===== config.mk =====
export PLATFORM = sky130hd
export DESIGN_NAME = i2c_eeprom_byte_access_master_core_flat
export DESIGN_NICKNAME = d
export VERILOG_FILES = /design/src/rtl/i2cee_pkg.sv /design/src/rtl/i2cee_if.sv /design/src/rtl/i2c_eeprom_byte_access_master_core.sv /design/src/rtl/i2cee_front.sv /design/src/rtl/i2cee_back.sv /design/src/flat_wrapper.sv
export SDC_FILE = /design/constraint.sdc
export NUM_CORES = 1
export LEC_CHECK = 0
export ABC_AREA = 1
export BUFFER_PORTS_ARGS = -buffer_cell sky130_fd_sc_hd__clkbuf_2
export CORE_ASPECT_RATIO = 0.9
export CORE_UTILIZATION = 40
export DETAILED_ROUTE_END_ITERATION = 6
export HOLD_SLACK_MARGIN = 0.1
export MAX_ROUTING_LAYER = met4
export SETUP_SLACK_MARGIN = 0.15
export SYNTH_ARGS = -nofsm -noshare
export SYNTH_HDL_FRONTEND = slang
export SYNTH_SLANG_ARGS = --single-unit

===== constraint.sdc =====
create_clock -name clk -period 3.3 [get_ports clk]
set_input_delay 0.165 -clock clk [delete_from_list [all_inputs] [get_ports clk]]
set_output_delay 0.165 -clock clk [all_outputs]
set_load 0.01 [all_outputs]

===== src/rtl/i2cee_pkg.sv =====
// ----------------------------------------------------------------------------
// I2C EEPROM byte access master: shared package
// Types, codes and constants shared by the front, the back and the top level.
// ----------------------------------------------------------------------------
package i2cee_pkg;

  localparam logic [1:0]  OP_WRITE        = 2'd1;
  localparam logic [1:0]  OP_READ         = 2'd2;
  localparam logic [7:0]  CTRL_WRITE      = 8'hA0;
  localparam logic [7:0]  CTRL_READ       = 8'hA1;
  localparam logic [15:0] PHASE_LEN_RESET = 16'd50;
  localparam logic        SEL_PHASE_LEN   = 1'b0;
  localparam int          QUEUE_DEPTH     = 2;

  typedef enum logic [1:0] {
    REQ_TICK,
    REQ_WRITE,
    REQ_READ
  } req_t;

  typedef struct packed {
    req_t        req;
    logic [10:0] address;
    logic [7:0]  write_data;
    logic        sda_in;
  } req_word_t;

  typedef enum logic [2:0] {
    SEG_IDLE,
    SEG_START,
    SEG_TX,
    SEG_RX,
    SEG_NACK,
    SEG_RESTART,
    SEG_STOP
  } seg_t;

endpackage


===== src/rtl/i2cee_if.sv =====
// ----------------------------------------------------------------------------
// I2C EEPROM byte access master: channel interfaces
// Valid/ready channels for input words and result words.
// ----------------------------------------------------------------------------
interface i2cee_in_if;
  logic        valid;
  logic        ready;
  logic [1:0]  op;
  logic [10:0] address;
  logic [7:0]  write_data;
  logic        sda_in;

  modport source (output valid, op, address, write_data, sda_in, input ready);
  modport sink (input valid, op, address, write_data, sda_in, output ready);
endinterface

interface i2cee_out_if;
  logic       valid;
  logic       ready;
  logic       scl_out;
  logic       sda_out;
  logic       busy_res;
  logic       done_res;
  logic [7:0] read_data;
  logic       nack_seen;

  modport source (output valid, scl_out, sda_out, busy_res, done_res, read_data, nack_seen,
                  input ready);
  modport sink (input valid, scl_out, sda_out, busy_res, done_res, read_data, nack_seen,
                output ready);
endinterface


===== src/rtl/i2c_eeprom_byte_access_master_core.sv =====
// ----------------------------------------------------------------------------
// I2C EEPROM byte access master: top level
// Bit-level I2C master for byte writes and reads of a 2 KiB serial EEPROM.
// ----------------------------------------------------------------------------
// A word's result passes through the input queue and then the output register, and
// it is held in the output register until taken.
// Throughput: one word per cycle unless the result channel stalls; the sequencer steps once per word.
// Reset: synchronous, active low; the sequencer is idle, both pins are
// released and the phase length returns to 50 ticks.
module i2c_eeprom_byte_access_master_core #(
  parameter int QUEUE_DEPTH = i2cee_pkg::QUEUE_DEPTH
) (
  input  logic        clk,
  input  logic        rst_n,
  i2cee_in_if.sink    in_ch,
  i2cee_out_if.source out_ch,
  input  logic        psel,
  input  logic        penable,
  input  logic        pwrite,
  input  logic [2:0]  paddr,
  input  logic [31:0] pwdata,
  output logic [31:0] prdata,
  output logic        pready
);

  logic [15:0]          phase_len_r;
  i2cee_pkg::req_word_t head_word;
  logic                 head_valid;
  logic                 head_pop;
  logic                 cfg_write;

  assign pready    = 1'b1;
  assign cfg_write = psel && penable && pwrite && pready;
  assign prdata    = (paddr[2] == i2cee_pkg::SEL_PHASE_LEN) ? {16'd0, phase_len_r} : 32'd0;

  always_ff @(posedge clk) begin
    if (!rst_n) begin
      phase_len_r <= i2cee_pkg::PHASE_LEN_RESET;
    end else if (cfg_write && paddr[2] == i2cee_pkg::SEL_PHASE_LEN) begin
      phase_len_r <= pwdata[15:0];
    end
  end

  i2cee_front #(
    .DEPTH (QUEUE_DEPTH)
  ) u_front (
    .clk        (clk),
    .rst_n      (rst_n),
    .in_ch      (in_ch),
    .head_word  (head_word),
    .head_valid (head_valid),
    .head_pop   (head_pop)
  );

  i2cee_back u_back (
    .clk        (clk),
    .rst_n      (rst_n),
    .phase_len  (phase_len_r),
    .head_word  (head_word),
    .head_valid (head_valid),
    .head_pop   (head_pop),
    .out_ch     (out_ch)
  );

  a_done_in_busy: assert property (@(posedge clk) disable iff (!rst_n)
    out_ch.valid && out_ch.done_res |-> out_ch.busy_res)
    else $error("done reported outside a transaction");

  a_idle_released: assert property (@(posedge clk) disable iff (!rst_n)
    out_ch.valid && !out_ch.busy_res |-> out_ch.scl_out && out_ch.sda_out)
    else $error("bus not released while idle");

  a_cfg_readback: assert property (@(posedge clk) disable iff (!rst_n)
    cfg_write && paddr[2] == i2cee_pkg::SEL_PHASE_LEN
    |=> paddr[2] != i2cee_pkg::SEL_PHASE_LEN || prdata[15:0] == $past(pwdata[15:0]))
    else $error("phase length readback mismatch");

endmodule


===== src/rtl/i2cee_front.sv =====
// ----------------------------------------------------------------------------
// I2C EEPROM byte access master: front end
// Accepts input words, classifies the op code and queues the words.
// ----------------------------------------------------------------------------
module i2cee_front #(
  parameter int DEPTH = i2cee_pkg::QUEUE_DEPTH
) (
  input  logic                 clk,
  input  logic                 rst_n,
  i2cee_in_if.sink             in_ch,
  output i2cee_pkg::req_word_t head_word,
  output logic                 head_valid,
  input  logic                 head_pop
);

  localparam int PW = $clog2(DEPTH);
  localparam int CW = $clog2(DEPTH + 1);

  i2cee_pkg::req_word_t mem_r [DEPTH];
  i2cee_pkg::req_word_t push_word;
  logic [PW-1:0]        wr_ptr_r;
  logic [PW-1:0]        rd_ptr_r;
  logic [CW-1:0]        count_r;
  logic                 push;

  always_comb begin
    unique case (in_ch.op)
      i2cee_pkg::OP_WRITE: push_word.req = i2cee_pkg::REQ_WRITE;
      i2cee_pkg::OP_READ:  push_word.req = i2cee_pkg::REQ_READ;
      default:             push_word.req = i2cee_pkg::REQ_TICK;
    endcase
    push_word.address    = in_ch.address;
    push_word.write_data = in_ch.write_data;
    push_word.sda_in     = in_ch.sda_in;
  end

  assign in_ch.ready = (count_r != CW'(DEPTH));
  assign push        = in_ch.valid && in_ch.ready;
  assign head_valid  = (count_r != '0);
  assign head_word   = mem_r[rd_ptr_r];

  always_ff @(posedge clk) begin
    if (push) begin
      mem_r[wr_ptr_r] <= push_word;
    end
  end

  always_ff @(posedge clk) begin
    if (!rst_n) begin
      wr_ptr_r <= '0;
      rd_ptr_r <= '0;
      count_r  <= '0;
    end else begin
      if (push) begin
        wr_ptr_r <= (wr_ptr_r == PW'(DEPTH - 1)) ? '0 : wr_ptr_r + PW'(1);
      end
      if (head_pop) begin
        rd_ptr_r <= (rd_ptr_r == PW'(DEPTH - 1)) ? '0 : rd_ptr_r + PW'(1);
      end
      if (push && !head_pop) begin
        count_r <= count_r + CW'(1);
      end else if (!push && head_pop) begin
        count_r <= count_r - CW'(1);
      end
    end
  end

endmodule


===== src/rtl/i2cee_back.sv =====
// ----------------------------------------------------------------------------
// I2C EEPROM byte access master: back end
// Bus sequencer that runs one tick per queued word and registers the result.
// ----------------------------------------------------------------------------
module i2cee_back (
  input  logic                 clk,
  input  logic                 rst_n,
  input  logic [15:0]          phase_len,
  input  i2cee_pkg::req_word_t head_word,
  input  logic                 head_valid,
  output logic                 head_pop,
  i2cee_out_if.source          out_ch
);

  i2cee_pkg::seg_t seg_r, seg_nxt;
  logic [1:0]      sub_r, sub_nxt;
  logic [15:0]     tick_r, tick_nxt;
  logic [3:0]      bit_r, bit_nxt;
  logic [7:0]      shift_r, shift_nxt;
  logic [1:0]      slot_r, slot_nxt;
  logic            is_read_r, is_read_nxt;
  logic [10:0]     addr_r, addr_nxt;
  logic [7:0]      data_r, data_nxt;
  logic [7:0]      rx_r, rx_nxt;
  logic            nack_r, nack_nxt;
  logic            scl_r, scl_nxt;
  logic            sda_r, sda_nxt;
  logic            busy_r, busy_nxt;
  logic            done_r, done_nxt;
  logic            out_valid_r;
  logic [15:0]     plen;
  logic [15:0]     plen_m1;
  logic [7:0]      blk_bits;
  logic            enter;

  assign head_pop = head_valid && (!out_valid_r || out_ch.ready);

  always_ff @(posedge clk) begin
    if (!rst_n) begin
      seg_r     <= i2cee_pkg::SEG_IDLE;
      sub_r     <= '0;
      tick_r    <= '0;
      bit_r     <= '0;
      shift_r   <= '0;
      slot_r    <= '0;
      is_read_r <= 1'b0;
      addr_r    <= '0;
      data_r    <= '0;
      rx_r      <= '0;
      nack_r    <= 1'b0;
      scl_r     <= 1'b1;
      sda_r     <= 1'b1;
      busy_r    <= 1'b0;
      done_r    <= 1'b0;
    end else if (head_pop) begin
      seg_r     <= seg_nxt;
      sub_r     <= sub_nxt;
      tick_r    <= tick_nxt;
      bit_r     <= bit_nxt;
      shift_r   <= shift_nxt;
      slot_r    <= slot_nxt;
      is_read_r <= is_read_nxt;
      addr_r    <= addr_nxt;
      data_r    <= data_nxt;
      rx_r      <= rx_nxt;
      nack_r    <= nack_nxt;
      scl_r     <= scl_nxt;
      sda_r     <= sda_nxt;
      busy_r    <= busy_nxt;
      done_r    <= done_nxt;
    end
  end

  always_ff @(posedge clk) begin
    if (!rst_n) begin
      out_valid_r <= 1'b0;
    end else if (head_pop) begin
      out_valid_r <= 1'b1;
    end else if (out_ch.ready) begin
      out_valid_r <= 1'b0;
    end
  end

  always_comb begin
    plen        = (phase_len == '0) ? 16'd1 : phase_len;
    plen_m1     = plen - 16'd1;
    blk_bits    = {4'b0000, addr_r[10:8], 1'b0};
    seg_nxt     = seg_r;
    sub_nxt     = sub_r;
    tick_nxt    = tick_r;
    bit_nxt     = bit_r;
    shift_nxt   = shift_r;
    slot_nxt    = slot_r;
    is_read_nxt = is_read_r;
    addr_nxt    = addr_r;
    data_nxt    = data_r;
    rx_nxt      = rx_r;
    nack_nxt    = nack_r;
    scl_nxt     = scl_r;
    sda_nxt     = sda_r;
    busy_nxt    = 1'b0;
    done_nxt    = 1'b0;
    enter       = 1'b0;

    if (seg_r == i2cee_pkg::SEG_IDLE) begin
      if (head_word.req == i2cee_pkg::REQ_WRITE || head_word.req == i2cee_pkg::REQ_READ) begin
        addr_nxt    = head_word.address;
        data_nxt    = head_word.write_data;
        is_read_nxt = (head_word.req == i2cee_pkg::REQ_READ);
        nack_nxt    = 1'b0;
        slot_nxt    = '0;
        bit_nxt     = '0;
        tick_nxt    = '0;
        seg_nxt     = i2cee_pkg::SEG_START;
        sub_nxt     = 2'd0;
        enter       = 1'b1;
      end
    end else if (tick_r >= plen) begin
      tick_nxt = '0;
      enter    = 1'b1;
      unique case (seg_r)
        i2cee_pkg::SEG_START: begin
          if (sub_r == 2'd0) begin
            sub_nxt = 2'd1;
          end else begin
            slot_nxt  = 2'd0;
            shift_nxt = i2cee_pkg::CTRL_WRITE | blk_bits;
            bit_nxt   = '0;
            seg_nxt   = i2cee_pkg::SEG_TX;
            sub_nxt   = 2'd0;
          end
        end
        i2cee_pkg::SEG_TX: begin
          if (bit_r < 4'd8) begin
            if (sub_r < 2'd2) begin
              sub_nxt = sub_r + 2'd1;
            end else begin
              bit_nxt = bit_r + 4'd1;
              sub_nxt = 2'd0;
            end
          end else if (sub_r == 2'd0) begin
            sub_nxt = 2'd1;
          end else if (slot_r == 2'd0) begin
            slot_nxt  = 2'd1;
            shift_nxt = addr_r[7:0];
            bit_nxt   = '0;
            sub_nxt   = 2'd0;
          end else if (slot_r == 2'd1) begin
            if (is_read_r) begin
              seg_nxt = i2cee_pkg::SEG_RESTART;
              sub_nxt = 2'd0;
            end else begin
              slot_nxt  = 2'd2;
              shift_nxt = data_r;
              bit_nxt   = '0;
              sub_nxt   = 2'd0;
            end
          end else if (is_read_r) begin
            shift_nxt = '0;
            bit_nxt   = '0;
            seg_nxt   = i2cee_pkg::SEG_RX;
            sub_nxt   = 2'd0;
          end else begin
            seg_nxt = i2cee_pkg::SEG_STOP;
            sub_nxt = 2'd0;
          end
        end
        i2cee_pkg::SEG_RX: begin
          if (sub_r < 2'd2) begin
            sub_nxt = sub_r + 2'd1;
          end else if (bit_r < 4'd7) begin
            bit_nxt = bit_r + 4'd1;
            sub_nxt = 2'd0;
          end else begin
            rx_nxt  = shift_r;
            seg_nxt = i2cee_pkg::SEG_NACK;
            sub_nxt = 2'd0;
          end
        end
        i2cee_pkg::SEG_NACK: begin
          if (sub_r < 2'd2) begin
            sub_nxt = sub_r + 2'd1;
          end else begin
            seg_nxt = i2cee_pkg::SEG_STOP;
            sub_nxt = 2'd0;
          end
        end
        i2cee_pkg::SEG_RESTART: begin
          if (sub_r < 2'd3) begin
            sub_nxt = sub_r + 2'd1;
          end else begin
            slot_nxt  = 2'd2;
            shift_nxt = i2cee_pkg::CTRL_READ | blk_bits;
            bit_nxt   = '0;
            seg_nxt   = i2cee_pkg::SEG_TX;
            sub_nxt   = 2'd0;
          end
        end
        i2cee_pkg::SEG_STOP: begin
          if (sub_r < 2'd3) begin
            sub_nxt = sub_r + 2'd1;
          end
        end
        default: begin
        end
      endcase
    end

    if (enter) begin
      unique case (seg_nxt)
        i2cee_pkg::SEG_START: begin
          if (sub_nxt == 2'd0) begin
            scl_nxt = 1'b1;
            sda_nxt = 1'b1;
          end else begin
            sda_nxt = 1'b0;
          end
        end
        i2cee_pkg::SEG_TX: begin
          if (bit_nxt < 4'd8) begin
            if (sub_nxt == 2'd0) begin
              scl_nxt = 1'b0;
            end else if (sub_nxt == 2'd1) begin
              sda_nxt = shift_nxt[~bit_nxt[2:0]];
            end else begin
              scl_nxt = 1'b1;
            end
          end else if (sub_nxt == 2'd0) begin
            scl_nxt = 1'b0;
            sda_nxt = 1'b1;
          end else begin
            scl_nxt = 1'b1;
          end
        end
        i2cee_pkg::SEG_RX: begin
          if (sub_nxt == 2'd0) begin
            scl_nxt = 1'b0;
            sda_nxt = 1'b1;
          end else if (sub_nxt == 2'd1) begin
            scl_nxt = 1'b1;
          end
        end
        i2cee_pkg::SEG_NACK: begin
          if (sub_nxt == 2'd0) begin
            scl_nxt = 1'b0;
          end else if (sub_nxt == 2'd1) begin
            sda_nxt = 1'b1;
          end else begin
            scl_nxt = 1'b1;
          end
        end
        i2cee_pkg::SEG_RESTART, i2cee_pkg::SEG_STOP: begin
          if (sub_nxt == 2'd0) begin
            scl_nxt = 1'b0;
          end else if (sub_nxt == 2'd1) begin
            sda_nxt = (seg_nxt == i2cee_pkg::SEG_RESTART);
          end else if (sub_nxt == 2'd2) begin
            scl_nxt = 1'b1;
          end else begin
            sda_nxt = (seg_nxt == i2cee_pkg::SEG_STOP);
          end
        end
        default: begin
        end
      endcase
    end

    if (seg_nxt != i2cee_pkg::SEG_IDLE) begin
      busy_nxt = 1'b1;
      if (tick_nxt >= plen_m1) begin
        if (seg_nxt == i2cee_pkg::SEG_TX && bit_nxt == 4'd8 && sub_nxt == 2'd1) begin
          nack_nxt = nack_nxt | head_word.sda_in;
        end else if (seg_nxt == i2cee_pkg::SEG_RX && sub_nxt == 2'd1) begin
          shift_nxt = {shift_nxt[6:0], head_word.sda_in};
        end
        if (seg_nxt == i2cee_pkg::SEG_STOP && sub_nxt == 2'd3) begin
          done_nxt = 1'b1;
          seg_nxt  = i2cee_pkg::SEG_IDLE;
          sub_nxt  = 2'd0;
          tick_nxt = '0;
        end else begin
          tick_nxt = tick_nxt + 16'd1;
        end
      end else begin
        tick_nxt = tick_nxt + 16'd1;
      end
    end
  end

  assign out_ch.valid     = out_valid_r;
  assign out_ch.scl_out   = scl_r;
  assign out_ch.sda_out   = sda_r;
  assign out_ch.busy_res  = busy_r;
  assign out_ch.done_res  = done_r;
  assign out_ch.read_data = rx_r;
  assign out_ch.nack_seen = nack_r;

endmodule


===== src/flat_wrapper.sv =====
// flat-port wrapper written by rule: the top's interface ports become plain ports
module i2c_eeprom_byte_access_master_core_flat 
#(
  parameter int QUEUE_DEPTH = i2cee_pkg::QUEUE_DEPTH
)
  (clk, rst_n, psel, penable, pwrite, paddr, pwdata, prdata, pready, in_ch_valid, in_ch_op, in_ch_address, in_ch_write_data, in_ch_sda_in, in_ch_ready, out_ch_valid, out_ch_scl_out, out_ch_sda_out, out_ch_busy_res, out_ch_done_res, out_ch_read_data, out_ch_nack_seen, out_ch_ready);
  i2cee_in_if in_ch_i ();
  i2cee_out_if out_ch_i ();
  input  logic clk;
  input  logic rst_n;
  input  logic psel;
  input  logic penable;
  input  logic pwrite;
  input  logic [2:0] paddr;
  input  logic [31:0] pwdata;
  output logic [31:0] prdata;
  output logic pready;
  input wire logic [$bits(in_ch_i.valid)-1:0] in_ch_valid;
  input wire logic [$bits(in_ch_i.op)-1:0] in_ch_op;
  input wire logic [$bits(in_ch_i.address)-1:0] in_ch_address;
  input wire logic [$bits(in_ch_i.write_data)-1:0] in_ch_write_data;
  input wire logic [$bits(in_ch_i.sda_in)-1:0] in_ch_sda_in;
  output wire logic [$bits(in_ch_i.ready)-1:0] in_ch_ready;
  output wire logic [$bits(out_ch_i.valid)-1:0] out_ch_valid;
  output wire logic [$bits(out_ch_i.scl_out)-1:0] out_ch_scl_out;
  output wire logic [$bits(out_ch_i.sda_out)-1:0] out_ch_sda_out;
  output wire logic [$bits(out_ch_i.busy_res)-1:0] out_ch_busy_res;
  output wire logic [$bits(out_ch_i.done_res)-1:0] out_ch_done_res;
  output wire logic [$bits(out_ch_i.read_data)-1:0] out_ch_read_data;
  output wire logic [$bits(out_ch_i.nack_seen)-1:0] out_ch_nack_seen;
  input wire logic [$bits(out_ch_i.ready)-1:0] out_ch_ready;
  assign in_ch_i.valid = in_ch_valid;
  assign in_ch_i.op = in_ch_op;
  assign in_ch_i.address = in_ch_address;
  assign in_ch_i.write_data = in_ch_write_data;
  assign in_ch_i.sda_in = in_ch_sda_in;
  assign in_ch_ready = in_ch_i.ready;
  assign out_ch_valid = out_ch_i.valid;
  assign out_ch_scl_out = out_ch_i.scl_out;
  assign out_ch_sda_out = out_ch_i.sda_out;
  assign out_ch_busy_res = out_ch_i.busy_res;
  assign out_ch_done_res = out_ch_i.done_res;
  assign out_ch_read_data = out_ch_i.read_data;
  assign out_ch_nack_seen = out_ch_i.nack_seen;
  assign out_ch_i.ready = out_ch_ready;
  i2c_eeprom_byte_access_master_core #(.QUEUE_DEPTH(QUEUE_DEPTH)) u_core (.clk(clk), .rst_n(rst_n), .in_ch(in_ch_i), .out_ch(out_ch_i), .psel(psel), .penable(penable), .pwrite(pwrite), .paddr(paddr), .pwdata(pwdata), .prdata(prdata), .pready(pready));
endmodule

==> impl_metrics.yaml, run 1 <==
floorplan:
  io_pins: 112
  fp.dieW_um: 153
  die_height_um: 138
  die_outline_area_mm2: 0.0212
  rows: 49
  core-area_mm2: 0.0201
  initial_core_util_pct: 41.0
cts:
  tritoncts_clock_tree: "yes"
  cts.sink_count: 134
  cts-htree-levels: 4
  insertion_delay_ps: 430
  ctsLongestPathBuffers: 2
  num_cts_buffers: 17
  clock_root_cell: "clkbuf_16"
  cts.clk_slew.worst_paths_ps: 70
synthesis:
  synth-async-reset-ratio_pct: 0
  synth-seq-cells: 134
  yosys_most_used_dff: "dfxtp_1"
  synth.yosys.seq_area_share_pct: 37.9
  postSynthCellCount: 1138
  synthesized_area_per_cell_um2: 7.25
  synthesis.area_mm2: 0.00825
  post_synth_num_cell_types: 46
  yosysWarningCount: 0
  synth-edff-count: 44
sta:
  setup_viol: 32
  achievable-frequency_mhz: 268
  finalCriticalPeriod_ps: 3730
  worst_pin_slew_ps: 858
  maxSlewViolCount: 0
  worst_slew_margin_rel_pct: 42.8
  final_hold_viol_count: 0
  post-route-worst-setup-slack_ps: -431
  rsz0062_at_grt: "true"
  layout_skew_ps: 15.5
  fin_hold_ws_ps: 246
  finalSetupTns_ps: -10620
  layout_worst_path_cycle_share_pct: 113
drt:
  route.final.wire_length_um: 24700
  topRoutingLayerUsed: "met4"
  vias: 8466
  detail-route-antenna-nets: 0
  drcViolationCount: 0
  dr_wl_met3_um: 1420
  drt_iter0_drc: 734
  detail_route.first_pass.iterations: 6
  viasPerCell: 5.14
  detail_route.wl_per_cell_um: 15.0
  m1WireLength_um: 12100
  met2_wirelength_um: 10800
pwr:
  power_switching_share_pct: 40.9
  seqPwrFrac_pct: 32.2
  power_density_normalized_to_cell_area_mw_per_mm2: 621
  irDropWorstVdd_v: 0.000586
  share_clk_of_total_power_pct: 29.5
  intPower_w: 0.00412
  p_leak_nw: 5.02
  combinationalPowerShare_pct: 38.3
  p_sw_w: 0.00285
outcome:
  status: "complete, but fails checks"
  violations: "negative setup slack"
global_routing:
  grt_max_degree: 46
  grt.total_usage_pct: 24.5
  grt_overflow_total: 0
  antenna_found_initial: 0
  grt_pass1_vias: 7947
  wire_length_of_the_first_global_routing_pass_um: 40300
layout:
  layout-area-overhead-vs-synth_pct: 36.3
  layout_commonest_cell: "nand2_1"
  diodes: 0
  num-fill-cells: 1855
  fin_nets: 1485
  drive_gt1_share_pct: 27.4
  final_cell_mix: "254 x nand2_1, 133 x buf_4, 108 x inv_1, 88 x dfxtp_1, 84 x nand3_1"
placement:
  buffer_ports.inserted: 76
  hpwlAfterDp_um: 17200
  routabilityCongestion: 0.929
  placement.setup.worst_slack_ps: -513
worst_setup_path:
  timing.critical_path.fanout_max: 8
  start_kind: "flip-flop"
  setup.worst_path.end_class: "flip-flop"
  critical_path_class: "reg -> reg"
  r2r_setup_slack_ps: -430
  highest_delay_cell_along_the_critical_path: "dfxtp_2"
  cp.required_ps: 3670
  crit_arrival_ps: 4100
  timing.critical_path.slowest_cell_delay_ps: 320
hold_path:
  hold_class: "in -> reg"
run:
  max-cap-violations: 0
critical path: cells and delay by family (launching register included):
kind	cells	cell delay, ps
AO/OA/AOI/OAI	4	600
adder cells (fa/ha/maj)	2	380
flip-flops	1	320
AND/OR/NAND/NOR	18	1940
buffers and inverters	5	380
per-stage QoR:
stage                     utilization [%]  power, W  instances  instance area (um^2)
final                                55.9   0.00698       1647                 11200
after global routing                 55.9   0.00737       1647                 11200
after CTS                            54.6   0.00687       1639                 11000
after detailed placement             48.4   0.00463       1556                  9740
after global placement               48.4   0.00461       1556                  9740
after floorplan                         -   0.00383       1153                  8370
cell type report:
cell class | count | area [um^2] | share of cell area [%]
Timing Repair Buffer | 261 | 1940 | 17.2
Timing Repair inverter | 1 | 6.26 | 0.0557
Multi-Input combinational cell | 834 | 4730 | 42.1
Clock inverter | 15 | 200 | 1.78
Clock buffer | 17 | 425 | 3.79
Sequential cell | 134 | 3130 | 27.8
Tap cell | 255 | 319 | 2.84
Inverter | 130 | 498 | 4.43
power groups by stage:
| stage | clock (W) | sequential, W | combinational [W] |
|---|---|---|---|
| 2_1_floorplan | 0 | 0.00221 | 0.00162 |
| 3_3_place_gp | 0 | 0.00227 | 0.00234 |
| 3_5_place_dp | 0 | 0.00227 | 0.00235 |
| 4_1_cts | 0.00208 | 0.00224 | 0.00256 |
| 5_1_grt | 0.00215 | 0.00228 | 0.00294 |
| 6_report | 0.00206 | 0.00225 | 0.00267 |
state kept, by name (all words and copies together) (netlist names), 2 cells and up, named ones only:
name,cells
u_core.u_back.data_r,8
u_core.u_back.bit_r,4
u_core.u_back.sub_r,2
u_core.phase_len_r,16
u_core.u_back.shift_r,8
u_core.u_back.addr_r,11
u_core.u_back.seg_r,3
u_core.u_front.count_r,2
u_core.u_front.mem_r,44
u_core.u_back.out_ch.read_data,8
u_core.u_back.tick_r,16
u_core.u_back.slot_r,2
cells in the mapped netlist (3+ instances only):
| master | instances | share of area [%] |
|---|---|---|
| inv_2 | 10 | 0.46 |
| buf_4 | 20 | 1.8 |
| buf_6 | 3 | 0.41 |
| o21ai_2 | 3 | 0.32 |
| nor2_4 | 6 | 0.82 |
| edfxtp_1 | 44 | 16 |
| nand3b_1 | 5 | 0.46 |
| o211ai_1 | 9 | 0.82 |
| ha_1 | 42 | 6.4 |
| nor2_2 | 5 | 0.38 |
| a21oi_2 | 8 | 0.85 |
| xor2_1 | 16 | 1.7 |
| nand2_4 | 3 | 0.41 |
| dfxtp_1 | 90 | 22 |
| nor3_1 | 11 | 0.67 |
| nand2_2 | 5 | 0.38 |
| a21oi_1 | 91 | 5.5 |
| nand4_1 | 17 | 1.3 |
| nand2_1 | 277 | 13 |
| o21ai_0 | 75 | 4.6 |
| a31oi_1 | 22 | 1.7 |
| a22oi_1 | 3 | 0.27 |
| o2111ai_1 | 5 | 0.53 |
| clkbuf_1 | 28 | 1.3 |
| inv_1 | 117 | 5.3 |
| nor2_1 | 94 | 4.3 |
| buf_2 | 4 | 0.24 |
| nand3_1 | 97 | 5.9 |
| nand3_2 | 4 | 0.49 |
metal layers:
| metal | global-route usage [%] | up-vias |
|---|---|---|
| met5 | - | - |
| met4 | 7.16 | 0 |
| met3 | 3.29 | 26 |
| met2 | 36.4 | 262 |
| met1 | 34.7 | 3922 |
| li1 | - | 4256 |
kinds of logic after synthesis:
family	after synthesis	share of synthesized area (%)
other cells	2	0.0911
fa+ha+maj	42	6.37
simple gates	528	28.3
mux	2	0.243
xor+xnor	18	1.91
compound gates	225	15.3
flops	134	37.9
buf+inv	187	9.92
worst paths after layout:
path	startpoint	end	cells past startpoint
max	u_core.phase_len_r[4]	u_core.u_back.shift_r[2]	29
min	penable	u_core.phase_len_r[4]	4
max reg2reg	u_core.phase_len_r[4]	u_core.u_back.shift_r[2]	29
min reg2reg	u_core.u_front.rd_ptr_r	u_core.u_front.rd_ptr_r	1
repair_timing:
action                                  CTS  global route
gates resized for setup                  37            54
buffers inserted                          7             6
gates cloned                              3             2
pin swaps                                16            30
hold buffers                             41             0
endpoints found under the setup margin   32            43
endpoints found under the hold margin    62             0
Power figures use the tool's default switching activity.
==> inputs of run 2 (changes only) <==
- SYNTH_HIERARCHICAL: unset -> 1
==> run 2 against run 1 <==
Against the previous run: the flow still finishes with violations (negative setup slack); power shrank 4.0%; final cell count grew 9.3%; combinational power is 7.9% lower; hold slack worse by 95 ps; synthesized cell count is 12% higher; critical path type unchanged; critical endpoint is now u_core/u_back/shift_r[3]; largest power group unchanged.
==> impl_metrics.yaml, run 2 <==
outcome:
  status: "complete, but fails checks"
  violations: "negative setup slack"
sta:
  worst_slew_margin_rel_pct: 50.1
  finalCriticalPeriod_ps: 3800
  final_hold_viol_count: 0
  worst_pin_slew_ps: 748
  layout_worst_path_cycle_share_pct: 115
  rsz0062_at_grt: "true"
  layout_skew_ps: 12.2
  maxSlewViolCount: 0
  fin_hold_ws_ps: 151
  post-route-worst-setup-slack_ps: -502
  achievable-frequency_mhz: 263
  setup_viol: 30
  finalSetupTns_ps: -13370
synthesis:
  synth.largest_area_cell: "dfxtp_1"
  post_synth_num_cell_types: 45
  synthesized_area_per_cell_um2: 6.95
  synth-async-reset-ratio_pct: 0
  post_synth_main_area_contributors: "dfxtp_1 20%, edfxtp_1 15%, nand2_1 15%"
  synth-simple-area-share_pct: 33.8
  synth.yosys.seq_area_share_pct: 35.3
  synth-edff-count: 44
  synth_top_family_by_area: "simple AND/OR/NAND/NOR gates"
  postSynthCellCount: 1273
  synth_compound_gate_area_share_pct: 9.59
  yosys.cell_count.top_type: "nand2_1"
  synthTopCellsByCount: "342 x nand2_1, 153 x inv_1, 146 x nor2_1, 101 x nand3_1, 90 x dfxtp_1"
  synthesis.area_mm2: 0.00884
  synth_largest_type_area_fraction_pct: 20.4
  yosys_most_used_dff: "dfxtp_1"
  synth_xor_xnor_area_share_pct: 1.58
  synth.mux.area_fraction_pct: 2.80
  yosysWarningCount: 6
  synth-seq-cells: 134
  synth_adder_area_share_pct: 5.80
pwr:
  p_leak_nw: 5.50
  share_clk_of_total_power_pct: 30.5
  intPower_w: 0.00408
  combinationalPowerShare_pct: 36.7
  seqPwrFrac_pct: 32.7
  power_density_normalized_to_cell_area_mw_per_mm2: 563
  irDropWorstVdd_v: 0.000355
  power_switching_share_pct: 39.0
  p_sw_w: 0.00261
layout:
  layout-area-overhead-vs-synth_pct: 34.5
  final_cell_area_mm2: 0.0119
  drive_gt1_share_pct: 28.1
  diodes: 0
  largest_reg_flops: 44
  num-fill-cells: 2052
  biggestRegsByFlops: "u_core/u_front/mem_r: 44 flops, u_core/phase_len_r: 16 flops, u_core/u_back/tick_r: 16 flops"
  fin_nets: 1601
  layout_commonest_cell: "nand2_1"
  largest_register: "u_core/u_front/mem_r"
  final_cell_mix: "321 x nand2_1, 145 x inv_1, 128 x nor2_1, 113 x buf_4, 84 x dfxtp_1"
floorplan:
  initial_core_util_pct: 40.9
  rows: 51
  io_pins: 112
  core-area_mm2: 0.0216
  fp.dieW_um: 159
  die_outline_area_mm2: 0.0227
  die_height_um: 143
worst_setup_path:
  worst_setup_path_start: "u_core/phase_len_r[7]"
  timing.critical_path.mode_cell: "nand2_1"
  timing.critical_path.fanout_max: 8
  critical_path_class: "reg -> reg"
  cp.required_ps: 3600
  r2r_setup_slack_ps: -500
  rr_startpoint: "u_core/phase_len_r[7]"
  highest_delay_cell_along_the_critical_path: "dfxtp_2"
  timing.critical_path.slowest_cell_delay_ps: 320
  start_kind: "flip-flop"
  setup.worst_path.end_class: "flip-flop"
  crit_arrival_ps: 4100
hold_path:
  hold_start: "in_ch_valid"
  hold_class: "in -> reg"
cts:
  cts.sink_count: 134
  num_cts_buffers: 17
  ctsLongestPathBuffers: 2
  cts-htree-levels: 4
  cts.clk_slew.worst_paths_ps: 70
  clock_root_cell: "clkbuf_16"
  insertion_delay_ps: 430
  tritoncts_clock_tree: "yes"
placement:
  buffer_ports.inserted: 76
  hpwlAfterDp_um: 18800
  routabilityCongestion: 0.959
  post_dp_cell_area_mm2: 0.0102
drt:
  vias: 8986
  viasPerCell: 4.99
  drt_iter0_drc: 674
  drcViolationCount: 0
  detail_route.wl_per_cell_um: 14.6
  detail_route.first_pass.iterations: 5
  detail-route-antenna-nets: 0
  route.final.wire_length_um: 26300
run:
  max-cap-violations: 0
global_routing:
  antenna_found_initial: 0
  grt_max_degree: 47
  grt_pass1_vias: 8050
  wire_length_of_the_first_global_routing_pass_um: 41600
  grt.total_usage_pct: 23.7
  grt_overflow_total: 0
[run 2: cell count changes after synthesis, sizes merged, moves of 15 or more]
cell	delta
mux2	+22
inv	+36
a31oi	-19
nor2	+72
a21oi	-15
o21ai	-21
nand2	+70
[run 2: logic make-up (layout without fill, tap and decap cells)]
kind of cell             after synthesis  count (layout)
XOR/XNOR                              16              16
adder cells (fa/ha/maj)               41              41
multiplexers                          22              22
AND/OR/NAND/NOR                      679             680
buffers and inverters                220             440
flip-flops                           134             134
other                                  2              17
AO/OA/AOI/OAI                        159             159
[run 2: layout make-up]
cell class	count	area, um^2	area share, %
Tap cell	291	364	3.06
Multi-Input combinational cell	935	5320	44.7
Inverter	167	651	5.47
Sequential cell	134	3130	26.3
Timing Repair Buffer	241	1810	15.2
Clock buffer	17	425	3.58
Clock inverter	15	196	1.65
[run 2: worst paths after layout]
| check | to | cells past startpoint |
|---|---|---|
| max | u_core/u_back/shift_r[3] | 36 |
| min reg2reg | u_core/u_back/out_ch.read_data[1] | 2 |
| min | u_core/u_front/wr_ptr_r | 4 |
| max reg2reg | u_core/u_back/shift_r[3] | 36 |
[run 2: timing repair]
item,CTS,global route
buffers inserted,5,12
setup endpoints to repair,32,32
pin swaps,15,40
hold buffers,40,0
cloned,1,2
gates resized for setup,50,88
endpoints found under the hold margin,61,0
[run 2: worst max-delay path: cells and delay by family, from the launching register on]
kind,cells,cell delay [ps]
AO/OA/AOI/OAI,5,350
adder cells (fa/ha/maj),2,320
buffers and inverters,7,640
flip-flops,1,320
AND/OR/NAND/NOR,22,2040
[run 2: power groups by stage]
stage          registers, W  clock network (W)  logic [W]
2_1_floorplan       0.00218                  0    0.00148
3_3_place_gp        0.00222                  0    0.00212
3_5_place_dp        0.00222                  0    0.00214
5_1_grt             0.00223            0.00215    0.00271
4_1_cts             0.00219            0.00208    0.00230
6_report            0.00219            0.00204    0.00246
[run 2: per-stage QoR]
step	total power (W)	cells	setup WS [ps]	util (%)
after floorplan	0.00366	1288	-164	-
after global placement	0.00434	1708	-468	46.9
after detailed placement	0.00436	1708	-589	46.9
after CTS	0.00657	1786	-392	52.8
after global routing	0.00709	1800	-745	55.0
final	0.00669	1800	-502	55.0
[run 2: metal layers]
layer | global-route usage [%] | part of all wire [%]
met2 | 36.4 | 45
met5 | - | 0
met4 | 5.31 | 0.97
met3 | 3.37 | 5.7
met1 | 32.8 | 48
